--- config.mk ---
export PLATFORM = sky130hd
export DESIGN_NAME = recursive_mutex_priority_wait_queue
export DESIGN_NICKNAME = d
export VERILOG_FILES = /design/src/hw/rtl/rmpwq_pkg.sv /design/src/hw/rtl/rmpwq_cell.sv /design/src/hw/rtl/rmpwq_chain.sv /design/src/hw/rtl/recursive_mutex_priority_wait_queue.sv
export SDC_FILE = /design/constraint.sdc
export NUM_CORES = 1
export LEC_CHECK = 0
export BUFFER_PORTS_ARGS = -buffer_cell sky130_fd_sc_hd__buf_2
export CORE_ASPECT_RATIO = 0.9
export CORE_UTILIZATION = 40
export CTS_CLUSTER_DIAMETER = 100
export DETAILED_ROUTE_END_ITERATION = 10
export MAX_ROUTING_LAYER = met4
export PLACE_DENSITY_LB_ADDON = 0.1
export SLEW_MARGIN = 20
export SYNTH_ARGS = -nofsm -noshare
export SYNTH_HDL_FRONTEND = slang
export SYNTH_HIERARCHICAL = 1
export SYNTH_SLANG_ARGS = --single-unit
export TNS_END_PERCENT = 5
--- constraint.sdc ---
create_clock -name clk -period 15.37 [get_ports clk]
set_clock_uncertainty 0.2 [all_clocks]
set_input_delay 1.537 -clock clk [delete_from_list [all_inputs] [get_ports clk]]
set_output_delay 1.537 -clock clk [all_outputs]
set_load 0.02 [all_outputs]
--- src/hw/rtl/rmpwq_pkg.sv ---
// Shared types and constants for the recursive mutex lock unit.
`default_nettype none
package rmpwq_pkg;

  localparam int QUEUE_DEPTH = 16;
  localparam int ID_W        = 8;
  localparam int PRIO_W      = 8;
  localparam int NEST_W      = 16;
  localparam int CNT_W       = $clog2(QUEUE_DEPTH + 1);
  localparam logic [NEST_W-1:0] NEST_MAX = 16'd65535;

  // request kinds carried in s_tuser
  typedef enum logic [1:0] {
    REQ_LOCK    = 2'd0,
    REQ_TRYLOCK = 2'd1,
    REQ_UNLOCK  = 2'd2,
    REQ_DESTROY = 2'd3
  } req_t;

  // result codes carried in m_tuser
  typedef enum logic [2:0] {
    ST_ACQUIRED = 3'd0,
    ST_NESTED   = 3'd1,
    ST_QUEUED   = 3'd2,
    ST_FAILED   = 3'd3,
    ST_FULL     = 3'd4,
    ST_RELEASED = 3'd5,
    ST_HANDED   = 3'd6,
    ST_WOKEN    = 3'd7
  } status_t;

  // queue operation broadcast along the cell row
  typedef enum logic [1:0] {
    OP_HOLD   = 2'd0,
    OP_INSERT = 2'd1,
    OP_POP    = 2'd2
  } cell_op_t;

  typedef struct packed {
    logic [ID_W-1:0]   id;
    logic [PRIO_W-1:0] prio;
  } entry_t;

  typedef struct packed {
    cell_op_t op;
    entry_t   ins;
  } cell_ctrl_t;

  // top-level sequencer states
  typedef enum logic [1:0] {
    FSM_IDLE  = 2'b01,
    FSM_DRAIN = 2'b10
  } fsm_t;

endpackage
`default_nettype wire

--- src/hw/rtl/rmpwq_cell.sv ---
// One wait-queue slot: holds an entry, inserts, shifts from neighbors.
`default_nettype none
module rmpwq_cell (
  input  wire                     clk,
  input  rmpwq_pkg::cell_ctrl_t   ctrl,
  input  wire                     occ,        // slot lies below the fill count
  input  wire                     prev_keep,  // slot above stays in place
  input  rmpwq_pkg::entry_t       prev_ent,
  input  rmpwq_pkg::entry_t       next_ent,
  output rmpwq_pkg::entry_t       ent,
  output logic                    keep
);

  rmpwq_pkg::entry_t ent_next;

  // entry is ahead of a new one of this priority (FIFO among equals)
  assign keep = occ && (ent.prio <= ctrl.ins.prio);

  always_comb begin
    ent_next = ent;
    unique case (ctrl.op)
      rmpwq_pkg::OP_INSERT: begin
        if (keep) begin
          ent_next = ent;
        end else if (prev_keep) begin
          ent_next = ctrl.ins;
        end else begin
          ent_next = prev_ent;
        end
      end
      rmpwq_pkg::OP_POP: ent_next = next_ent;
      default:           ent_next = ent;
    endcase
  end

  always_ff @(posedge clk) begin
    ent <= ent_next;
  end

endmodule
`default_nettype wire

--- src/hw/rtl/rmpwq_chain.sv ---
// Row of queue cells kept sorted by priority; head is slot zero.
`default_nettype none
module rmpwq_chain (
  input  wire                               clk,
  input  rmpwq_pkg::cell_ctrl_t             ctrl,
  input  wire [rmpwq_pkg::CNT_W-1:0]        count,
  output rmpwq_pkg::entry_t                 head
);

  localparam int QD = rmpwq_pkg::QUEUE_DEPTH;

  rmpwq_pkg::entry_t ent  [QD];
  logic              keep [QD];

  for (genvar i = 0; i < QD; i++) begin : g_cell
    logic              occ;
    logic              prev_keep;
    rmpwq_pkg::entry_t prev_ent;
    rmpwq_pkg::entry_t next_ent;

    assign occ = (rmpwq_pkg::CNT_W'(i) < count);

    // front slot sees the new entry as its upstream neighbor
    if (i == 0) begin : g_first
      assign prev_keep = 1'b1;
      assign prev_ent  = ctrl.ins;
    end else begin : g_mid
      assign prev_keep = keep[i-1];
      assign prev_ent  = ent[i-1];
    end

    if (i == QD - 1) begin : g_last
      assign next_ent = ent[i];
    end else begin : g_inner
      assign next_ent = ent[i+1];
    end

    rmpwq_cell u_cell (
      .clk       (clk),
      .ctrl      (ctrl),
      .occ       (occ),
      .prev_keep (prev_keep),
      .prev_ent  (prev_ent),
      .next_ent  (next_ent),
      .ent       (ent[i]),
      .keep      (keep[i])
    );
  end

  assign head = ent[0];

endmodule
`default_nettype wire

--- src/hw/rtl/recursive_mutex_priority_wait_queue.sv ---
// Recursive mutex lock unit with a priority-ordered wait queue (top level).
// Results are registered: a request's result appears on the master port in the cycle after its beat is accepted.
// Throughput: one request per cycle while m_tready is high and no destroy drain
//   is running; insert and pop are done by the cell row in parallel.
// Destroy with N waiters gives N result beats, one per cycle while m_tready is high, input held off meanwhile.
// Reset (rst, synchronous): mutex free, owner 0, nest 0, queue empty; no clearing pass.
`default_nettype none
module recursive_mutex_priority_wait_queue (
  input  wire         clk,
  input  wire         rst,
  input  wire         s_tvalid,
  output logic        s_tready,
  input  wire  [15:0] s_tdata,   // [7:0] thread_id, [15:8] thread_prio
  input  wire  [1:0]  s_tuser,   // [1:0] req_type
  output logic        m_tvalid,
  input  wire         m_tready,
  output logic [23:0] m_tdata,   // [7:0] woken_thread, [23:8] nest_count
  output logic [3:0]  m_tuser,   // [2:0] status, [3] woken_valid
  output logic        m_tlast    // last
);

  localparam int CW = rmpwq_pkg::CNT_W;
  localparam int NW = rmpwq_pkg::NEST_W;
  localparam int IW = rmpwq_pkg::ID_W;

  // control state
  rmpwq_pkg::fsm_t  state, state_next;
  logic             locked, locked_next;
  logic [IW-1:0]    owner, owner_next;
  logic [NW-1:0]    nest, nest_next;
  logic [CW-1:0]    count, count_next;

  // output register
  rmpwq_pkg::status_t o_status, o_status_next;
  logic               o_wv, o_wv_next;
  logic [IW-1:0]      o_wt, o_wt_next;
  logic [NW-1:0]      o_nc, o_nc_next;
  logic               o_last, o_last_next;
  logic               o_load;

  rmpwq_pkg::cell_ctrl_t ctrl;
  rmpwq_pkg::entry_t     head;
  rmpwq_pkg::req_t       req;
  logic [IW-1:0]         in_id;
  logic                  accept, slot_free, q_full;
  logic [NW-1:0]         nest_inc, nest_dec;

  assign req       = rmpwq_pkg::req_t'(s_tuser);
  assign in_id     = s_tdata[7:0];
  assign slot_free = !m_tvalid || m_tready;
  assign s_tready  = (state == rmpwq_pkg::FSM_IDLE) && slot_free;
  assign accept    = s_tvalid && s_tready;
  assign q_full    = (count == CW'(rmpwq_pkg::QUEUE_DEPTH));
  assign nest_inc  = (nest == rmpwq_pkg::NEST_MAX) ? nest : nest + NW'(1);
  assign nest_dec  = (nest == '0) ? nest : nest - NW'(1);

  rmpwq_chain u_chain (
    .clk   (clk),
    .ctrl  (ctrl),
    .count (count),
    .head  (head)
  );

  // request decode and queue control
  always_comb begin
    state_next    = state;
    locked_next   = locked;
    owner_next    = owner;
    nest_next     = nest;
    count_next    = count;
    o_load        = 1'b0;
    o_status_next = o_status;
    o_wv_next     = 1'b0;
    o_wt_next     = '0;
    o_nc_next     = nest;
    o_last_next   = 1'b1;
    ctrl.op       = rmpwq_pkg::OP_HOLD;
    ctrl.ins.id   = in_id;
    ctrl.ins.prio = s_tdata[15:8];

    if (accept) begin
      o_load = 1'b1;
      unique case (req)
        rmpwq_pkg::REQ_LOCK: begin
          if (!locked) begin
            locked_next   = 1'b1;
            owner_next    = in_id;
            nest_next     = NW'(1);
            o_status_next = rmpwq_pkg::ST_ACQUIRED;
            o_nc_next     = NW'(1);
          end else if (owner == in_id) begin
            nest_next     = nest_inc;
            o_status_next = rmpwq_pkg::ST_NESTED;
            o_nc_next     = nest_inc;
          end else if (q_full) begin
            o_status_next = rmpwq_pkg::ST_FULL;
          end else begin
            ctrl.op       = rmpwq_pkg::OP_INSERT;
            count_next    = count + CW'(1);
            o_status_next = rmpwq_pkg::ST_QUEUED;
          end
        end
        rmpwq_pkg::REQ_TRYLOCK: begin
          if (!locked) begin
            locked_next   = 1'b1;
            owner_next    = in_id;
            nest_next     = NW'(1);
            o_status_next = rmpwq_pkg::ST_ACQUIRED;
            o_nc_next     = NW'(1);
          end else begin
            o_status_next = rmpwq_pkg::ST_FAILED;
          end
        end
        rmpwq_pkg::REQ_UNLOCK: begin
          if (!locked) begin
            o_status_next = rmpwq_pkg::ST_RELEASED;
            o_nc_next     = '0;
          end else if (owner != in_id) begin
            o_status_next = rmpwq_pkg::ST_FAILED;
          end else if (nest_dec != '0) begin
            nest_next     = nest_dec;
            o_status_next = rmpwq_pkg::ST_RELEASED;
            o_nc_next     = nest_dec;
          end else if (count == '0) begin
            locked_next   = 1'b0;
            owner_next    = '0;
            nest_next     = '0;
            o_status_next = rmpwq_pkg::ST_RELEASED;
            o_nc_next     = '0;
          end else begin
            // hand over to the queue head
            ctrl.op       = rmpwq_pkg::OP_POP;
            count_next    = count - CW'(1);
            owner_next    = head.id;
            nest_next     = NW'(1);
            o_status_next = rmpwq_pkg::ST_HANDED;
            o_wv_next     = 1'b1;
            o_wt_next     = head.id;
            o_nc_next     = NW'(1);
          end
        end
        default: begin
          // destroy: owner state clears now, waiters drain one beat a cycle while the output slot is free
          locked_next = 1'b0;
          owner_next  = '0;
          nest_next   = '0;
          o_nc_next   = '0;
          if (count == '0) begin
            o_status_next = rmpwq_pkg::ST_RELEASED;
          end else begin
            ctrl.op       = rmpwq_pkg::OP_POP;
            count_next    = count - CW'(1);
            o_status_next = rmpwq_pkg::ST_WOKEN;
            o_wv_next     = 1'b1;
            o_wt_next     = head.id;
            o_last_next   = (count == CW'(1));
            if (count != CW'(1)) begin
              state_next = rmpwq_pkg::FSM_DRAIN;
            end
          end
        end
      endcase
    end else if (state == rmpwq_pkg::FSM_DRAIN && slot_free) begin
      // wake remaining waiters in queue order
      o_load        = 1'b1;
      ctrl.op       = rmpwq_pkg::OP_POP;
      count_next    = count - CW'(1);
      o_status_next = rmpwq_pkg::ST_WOKEN;
      o_wv_next     = 1'b1;
      o_wt_next     = head.id;
      o_nc_next     = '0;
      o_last_next   = (count == CW'(1));
      if (count == CW'(1)) begin
        state_next = rmpwq_pkg::FSM_IDLE;
      end
    end
  end

  // control registers
  always_ff @(posedge clk) begin
    if (rst) begin
      state    <= rmpwq_pkg::FSM_IDLE;
      locked   <= 1'b0;
      owner    <= '0;
      nest     <= '0;
      count    <= '0;
      m_tvalid <= 1'b0;
    end else begin
      state  <= state_next;
      locked <= locked_next;
      owner  <= owner_next;
      nest   <= nest_next;
      count  <= count_next;
      if (o_load) begin
        m_tvalid <= 1'b1;
      end else if (m_tready) begin
        m_tvalid <= 1'b0;
      end
    end
  end

  // result payload
  always_ff @(posedge clk) begin
    if (o_load) begin
      o_status <= o_status_next;
      o_wv     <= o_wv_next;
      o_wt     <= o_wt_next;
      o_nc     <= o_nc_next;
      o_last   <= o_last_next;
    end
  end

  assign m_tdata = {o_nc, o_wt};
  assign m_tuser = {o_wv, o_status};
  assign m_tlast = o_last;

`ifndef SYNTH
  a_count_bound: assert property (@(posedge clk) disable iff (rst)
    count <= CW'(rmpwq_pkg::QUEUE_DEPTH))
    else $error("wait queue count beyond depth");

  a_drain_nonempty: assert property (@(posedge clk) disable iff (rst)
    state == rmpwq_pkg::FSM_DRAIN |-> count != '0)
    else $error("draining an empty queue");

  a_lock_nest: assert property (@(posedge clk) disable iff (rst)
    locked == (nest != '0))
    else $error("nest count disagrees with lock flag");

  a_free_owner: assert property (@(posedge clk) disable iff (rst)
    !locked |-> owner == '0)
    else $error("free mutex keeps an owner");
`endif

endmodule
`default_nettype wire
## Word level (Yosys, flattened, before mapping)

Index checks and enable logic that the tools add are counted.

- Register bits: 318

- $add $sub $neg: 4
- $lt $le $gt $ge: 32
- Eq/ne operators: 41
- Muxes and demuxes: 127
- Bitwise operators: 1
- Reduce and logical (&&, ||, !) cells: 52

Operators with widths:

| kind | count |
|---|---|
| $mux 16 | 41 |
| $pmux 16 s2 | 15 |
| $le 8x8->1 | 16 |
| $pmux 16 s3 | 2 |
| $mux 8 | 10 |
| $mux 5 | 9 |
| $ne 2x2->1 const B | 22 |
| $lt 4x5->1 const A | 8 |
| $reduce_and 2->1 | 18 |
| $mux 2 | 16 |
| $pmux 8 s2 | 2 |
| $mux 3 | 7 |
| $lt 3x5->1 const A | 4 |
| $mux 1 | 20 |
| $logic_and 1x1->1 | 19 |
| $ne 3x3->1 const B | 6 |
| $add 16x1->16 const B | 1 |
| $eq 16x16->1 const B | 1 |
| $logic_not 16->1 | 1 |
| $reduce_bool 16->1 | 1 |
| $sub 16x1->16 const B | 1 |
| $pmux 5 s3 | 1 |
| $lt 1x5->1 const A | 2 |
| $lt 2x5->1 const A | 2 |
| 23 further kinds | 32 |

## Depth between registers and ports, before layout

- Word-level depth: 11
- Gate-level depth with buffers: 15
- Mapped depth without buffers: 13

## Hierarchy

Netlist, hierarchy kept.

By module, submodules not included:

| module | instances | cells each | area each (um^2) | seq. area each (um^2) |
|---|---|---|---|---|
| rmpwq_cell | 16 | 106 | 1099.8 | 480.5 |
| recursive_mutex_priority_wait_queue | 1 | 504 | 4160.2 | 1531.5 |
| rmpwq_chain | 1 | 28 | 161.4 | 0.0 |

## Worst setup path after synthesis

OpenSTA, ideal clock, no wires.

- Kind: input-to-reg
- From: input m_tready
- To: register, netlist name u_chain/g_cell[0].u_cell/ent[0]
- Data arrival time: 7463 ps
- Setup slack: 7313 ps
- Stages: 9
- Buffers on the path: 1
- Cells stage by stage: nand2b_1 > and3b_1 > and2_1 > clkbuf_1 > nand3_1 > nor3_1 > nor2b_1 > o32ai_2 > a21oi_1

RTL lines:

| item | RTL line | text |
|---|---|---|
| start, declared | recursive_mutex_priority_wait_queue.sv:16 | `input wire m_tready,` |

==> qor.txt <==
status = complete, no violations
final WL = 61800 um
first-pass detailed-route iteration total = 5
DR WL/cell = 21.0 um
Ant. Diodes = 0
DR vias/cell = 5.66
NumNets Final = 2371
Post-Syn Instances = 2224
gr usage total = 22.6%
DRC = 0
total grt overflow = 0
CTS tree = yes
WP data required = 15420 ps
final core utilization = 43.9%
CTS sink count = 318
global routing's busiest layer = met2
initial antenna violation count = 0
worst hold path type = reg2reg
CP Launch Type = input port
Skew-Pair Late Insertion Delay = 560 ps
Relative slew margins = 26.2%
Mapped Area = 21900 um^2
pin count of the biggest net entering global routing = 42
M1 GR Usage = 30.6%
grt met2 use = 36.4%
postcts setup bufs = 0
Worst-Margin Slew = 1110 ps
Top Ports = 53
critical path class = in2reg
port buffer count = 52
GR Layer Usage met3 = 2.58%
area grow syn2layout = 7.30%
Lkg Pwr = 0.00851 uW
vias in the first global route = 16500
layout cells sized above 1 = 9.22%
Die H = 224 um
# hold bufs at CTS = 0
Yosys Warn Count = 6
Mapped Avg Cell Area = 9.85 um^2
final hold violation count = 0
DIE AREA = 55700 um^2
Final setup viols = 0
CTS Buf Count = 39
CP arrival = 5510 ps
DRT iter0 DRCs = 1413
setup TNS = 0 ps
remaining antenna violation count after routing = 0
setup ws final = 9910 ps
Clock Pin Slew Worst Setup and Hold Paths = 60 ps
Max Cap Viol = 0
worst hold slack = 274 ps
VDD IR max = 0.0640 mV
Post-Syn Nets = 2380
htree depth = 2
die width = 249 um
routability cong. = 0.916
via count = 16700
Site Rows = 80
Final period util = 35.5%
Core ar. = 53600 um^2
first-pass GRT wire length = 96000 um
HPWL Detailed = 43300 um
clock buffer depth = 3
Final Power = 3090 uW
maximum fanout along the worst path = 41
FMAX = 183 MHz
Initial Utilization = 40.9%
PD cells = 131 nW/um^2
crit end category = flip-flop
cts repair resizes = 0
worst slack at placement = 9390 ps
Root Buffer = clkbuf_16
crit path time final = 5460 ps
Slew Viols, Final = 0
RSZ-0062 raised after global routing = false
==> state kept, by name, indices dropped and copies added (netlist names) <==
register                   count
count                          5
o_wt                           8
m_tlast                        1
o_wv                           1
u_chain/g_cell.u_cell/ent    256
locked                         1
state                          2
o_nc                          16
owner                          8
o_status                       3
m_tvalid                       1
nest                          16
==> cell usage in the layout, fill, tap and decap left out, types with 4 or more instances in the layout <==
cell,count
a21o_1,19
xor2_1,8
mux2i_1,260
nor2b_1,35
and2_1,10
nor4_1,10
nand3_1,18
clkbuf_16,40
nor3_1,18
o211ai_1,19
buf_2,52
a31oi_1,7
or3_1,9
a211oi_1,13
nand2_1,331
buf_4,31
o21ai_1,114
clkbuf_1,11
clkinv_2,4
o21ai_0,187
nor2_1,83
ha_1,134
or2_2,5
and3_1,6
a311oi_1,4
or4_1,8
nand2b_4,16
inv_1,166
o32ai_2,16
dfxtp_1,33
o22ai_1,11
nand4_1,45
edfxtp_1,285
nor2b_4,16
clkinv_1,10
a21oi_1,108
nand2b_1,7
a22o_1,16
xnor2_1,13
a221oi_1,8
==> report_power, final <==
part	internal, uW	switching (uW)	total, uW	leakage (uW)
sequential	1180	131	1310	0.00298
clock	526	372	898	0.000595
combinational	331	543	875	0.00494
==> routing by layer <==
metal  up-vias  wire length [um]
met5         -                 0
met4         0               907
met3        69              2330
met2       384             29000
met1      8173             29500
li1       8033                 -
==> critical path: stages <==
cell      delay [ps]
buf_2            320
nand2b_1         280
nor2_1           550
and3_1           260
nand4_1          170
a21oi_4          190
buf_4            480
nor2b_4          680
nand2b_4         270
o32ai_2           80
a21oi_1          350
buf_4            310
==> per-stage QoR <==
step / std cells / cell area (um^2)
2_1_floorplan: 2224 / 21900
3_3_place_gp: 2871 / 22300
3_5_place_dp: 2871 / 22300
4_1_cts: 2941 / 23500
5_1_grt: 2941 / 23500
6_report: 2941 / 23500
==> layout make-up <==
class                   instances  area (um^2)
well taps                     697          872
clock inverters                16          135
multi-input cells            1605        11100
fillers                      5111        30100
repair buffers                 83          493
flip-flops and latches        318         9220
inverters                     168          631
clock buffers                  54         1080
==> worst paths after layout <==
| path | start | to | slack [ps] | depth (start not counted) |
|---|---|---|---|---|
| max | s_tuser[1] | u_chain/g_cell[5].u_cell/ent[4] | 9910 | 12 |
| min | owner[7] | owner[7] | 270 | 2 |
| max reg2reg | nest[0] | u_chain/g_cell[5].u_cell/ent[4] | 9950 | 15 |
| min reg2reg | owner[7] | owner[7] | 270 | 2 |
No activity file was read; power rests on OpenSTA's default activity.
